**src/hw/rtl/bfa_ram.sv**
```systemverilog
// ----------------------------------------------------------------------------
// Generic RAM
// One write port and one read port with registered read data.
// ----------------------------------------------------------------------------
module bfa_ram #(
  parameter int WIDTH = 32,
  parameter int DEPTH = 64
) (
  input  logic                             clk_i,
  input  logic                             we_i,
  input  logic [$clog2(DEPTH > 1 ? DEPTH : 2)-1:0] waddr_i,
  input  logic [WIDTH-1:0]                 wdata_i,
  input  logic [$clog2(DEPTH > 1 ? DEPTH : 2)-1:0] raddr_i,
  output logic [WIDTH-1:0]                 rdata_o
);

  logic [WIDTH-1:0] mem [DEPTH];
  logic [WIDTH-1:0] rdata_q;

  // Write port.
  always_ff @(posedge clk_i) begin
    if (we_i) begin
      mem[waddr_i] <= wdata_i;
    end
  end

  // Registered read port.
  always_ff @(posedge clk_i) begin
    rdata_q <= mem[raddr_i];
  end

  assign rdata_o = rdata_q;

endmodule

```
**config.mk**
```make
export PLATFORM = sky130hd
export DESIGN_NAME = bfa_ram
export DESIGN_NICKNAME = d
export VERILOG_FILES = /design/src/hw/rtl/bfa_ram.sv
export SDC_FILE = /design/constraint.sdc
export NUM_CORES = 2
export LEC_CHECK = 0
export BUFFER_PORTS_ARGS = -buffer_cell sky130_fd_sc_hd__buf_2
export CAP_MARGIN = 5
export CORE_ASPECT_RATIO = 2
export CORE_MARGIN = 3
export CORE_UTILIZATION = 30
export DETAILED_ROUTE_END_ITERATION = 7
export SLEW_MARGIN = 5
export SYNTH_ARGS = -nofsm -noshare
export SYNTH_HDL_FRONTEND = slang
export SYNTH_SLANG_ARGS = --single-unit
export TNS_END_PERCENT = 5
```
**constraint.sdc**
```tcl
create_clock -name clk_i -period 4.34 [get_ports clk_i]
set_clock_uncertainty 0.05 [all_clocks]
set_input_delay 0.868 -clock clk_i [delete_from_list [all_inputs] [get_ports clk_i]]
set_output_delay 0.868 -clock clk_i [all_outputs]
set_load 0.01 [all_outputs]
```
==> flow_summary.toml <==
[worst_setup_path]
cp_slowest_cell = "o22ai_1"
crit_family = "buffers and inverters"
path_max_fanout = 60
crit_buf_inv = 3
worst_ep_required_time_ns = 4.95
worstSetupPathType = "in2reg"
max_stage_delay_ns = 0.62
critPathArrivalTime_ns = 3.64
start_kind = "input port"
crit_path_end_kind = "register"
crit_chain = "buf_8 > buf_4 > buf_4 > mux4_2 > mux4_2 > o22ai_1 > nor2_1"

[die]
start_util = 0.302
fp.dieH_um = 729
dieArea_um2 = 268000
core_um2 = 260000
die_w_um = 368
fp-row-count = 265
ios = 78

[clock_network]
clockBufferDepth = 4
cts_root_buf = "clkbuf_16"
ctsResizeCount = 0
cts_tree = "done"
clkTransAtPathRegs_ns = 0.07
clk-insertion-delay-late_ns = 0.84
hold_buffers = 0
clock_sinks = 2080
h-tree-depth = 4
post-cts-setup-buffer-count = 0
cts_made_buffers = 165

[grt]
antenna_found_initial = 19
grt_overflow = 0
grt_pass1_wl_mm = 305
grt_usage = 0.160
first_global_vias = 38805
grt_max_degree = 65

[sta]
setup_viol = 0
holdWs_ns = 0.377
hold_viol_final = 0
tns_ns = 0
setup_ws_ns = 1.30
period_share = 0.700
drv_slew = 0
rsz0062_at_grt = "no"
finalCriticalPeriod_ns = 3.04
fmax_mhz = 329
max_slew_margin = 0.118
worstMarginPinSlew_ns = 1.32

[drt]
drt_iter0_drc = 3754
viasPerCell = 5.05
via_count = 36506
ant_nets = 0
drc_errors = 0
wl_mm = 216
wl_per_cell_um = 29.9
drt-pass1-iter-count = 5

[logic_synthesis]
synth_seq_area_share = 0.791
synth_flop_cell = "edfxtp_1"
synth_cell_type_count = 34
syn_nets = 3370
netlist_instances = 3324
synth_edf_count = 2048
synth_top_area_frac = 0.783
synth-async-reset-ratio = 0
ys_top_cells_by_area = "edfxtp_1 (78%), mux4_2 (16%), mux2i_1 (1.2%), dfxtp_1 (0.82%), o22ai_1 (0.67%)"
netlist_area_um2 = 78500
ys_warn_count = 0
yosys_register_bits = 2080
synth_area_leader_cell = "edfxtp_1"
syn_avg_cell_area_um2 = 23.6

[finish]
multi_input_area_um2 = 16000
regArea_um2 = 62100
final_cell_area_um2 = 90600
drive_above_1_share = 0.314
synthToLayoutAreaGrowth_pct = 15.4
final_util = 0.348
num-nets-final = 3672
fill_cells = 23759

[power]
power_density_nw_per_um2 = 443
clockPowerShare = 0.388
ir_worst_vdd_uv = 305
p_int_mw = 31.6
switchingPower_mw = 8.55
power_frac_seq = 0.556
combPwrFrac = 0.056
static-leakage-power_nw = 27.7
switching_share = 0.213

[placement]
place_area_um2 = 85100
place_hpwl_mm = 139
port_buffers = 77
pre_cts_slack_ns = 0.444
gp_congestion = 0.813

[min_path]
hold_path.class = "in2reg"

[run]
maxCapViolCount = 0

[outcome]
status = "finished, final reports clean"
-- metal layers --
| metal | share of wire | global-route usage | wire length (um) |
|---|---|---|---|
| met1 | 0.33 | 0.170 | 72400 |
| met2 | 0.57 | 0.312 | 123000 |
| met3 | 0.044 | 0.0169 | 9530 |
| met4 | 0.051 | 0.0746 | 11000 |
| met5 | 0.00037 | 0 | 81 |
-- final cells by class --
class | count | area share
Antenna cell | 8 | 0.000221
Clock buffer | 203 | 0.0490
Clock inverter | 85 | 0.0109
Multi-Input combinational cell | 1062 | 0.176
Sequential cell | 2080 | 0.686
Tap cell | 3471 | 0.0479
Timing Repair Buffer | 317 | 0.0296
-- worst reg2reg max path: stages, from the launching register on --
cell	delay [ns]
edfxtp_1	0.36
mux4_2	0.48
mux4_2	0.52
o22ai_1	0.63
nor2_1	0.17
-- flip-flops by register name (all words and copies together), names as in the netlist --
signal / count
mem: 2048
rdata_o: 32
-- cell families (layout without fill, tap and decap cells) --
family	after synthesis	after routing	share of synthesized area
flops	2080	2080	0.791
mux	637	637	0.168
simple gates	223	223	0.0127
compound gates	202	202	0.0167
buf+inv	182	605	0.0113
other cells	0	8	0
-- stage by stage --
step / std cells / power, mW
6_report: 7226 / 40.1
5_1_grt: 7221 / 41.3
4_1_cts: 7218 / 40.5
3_5_place_dp: 6930 / 25.1
3_3_place_gp: 6930 / 25.0
2_1_floorplan: 3324 / 23.8
-- layout by cell type, fill, tap and decap left out, types with 4 or more instances in the layout --
cell        count
nand3_1         5
inv_6           4
buf_4         205
clkinvlp_4     10
edfxtp_1     2048
a21oi_1        62
and3_1          4
mux4_2        544
nand2b_1        7
a22oi_1        12
clkbuf_8       12
clkinv_4        6
nand2_1        26
o221ai_1       27
a311oi_1        8
nor2_4         62
nand3b_1        5
o32ai_1         4
clkinv_2       26
a41o_1          4
bufinv_16      21
buf_12         37
diode_2         8
nor3_1          5
dfxtp_1        32
o22ai_1        84
buf_2          72
nor2_1         75
clkbuf_16     167
nor2b_1        15
mux2i_1        93
clkbuf_1       24
clkinv_1       18
-- path summary, 6_finish.rpt --
path | start | end | slack (ns) | cells after the start
hold / removal | wdata_i[22] | mem[4][22] | 0.38 | 1
hold reg to reg | mem[12][8] | rdata_o[8] | 0.77 | 4
setup reg to reg | mem[15][18] | rdata_o[18] | 2.00 | 4
setup / recovery | raddr_i[1] | rdata_o[18] | 1.30 | 7
-- power groups by stage --
stage          sequential [mW]  clock, mW  combinational (mW)
6_report                  22.3       15.6                2.23
5_1_grt                   22.3       16.6                2.35
4_1_cts                   22.3       15.9                2.29
3_5_place_dp              22.8          0                2.29
3_3_place_gp              22.8          0                2.26
2_1_floorplan             22.7          0                1.08
-- cell usage after synthesis, types with 3 or more instances --
cell,number
edfxtp_1,2048
mux4_2,544
nor2_1,137
mux2i_1,93
o22ai_1,84
clkbuf_1,74
a21oi_1,62
buf_2,57
dfxtp_1,32
o221ai_1,27
nand2_1,26
buf_4,25
buf_1,21
nor2b_1,15
a22oi_1,12
a311oi_1,8
nand2b_1,8
nor3_1,7
buf_6,5
nand3_1,5
nand3b_1,5
a41o_1,4
and3_1,4
o32ai_1,4
or3_1,3
or3b_2,3
No activity file was read; power rests on OpenSTA's default activity.
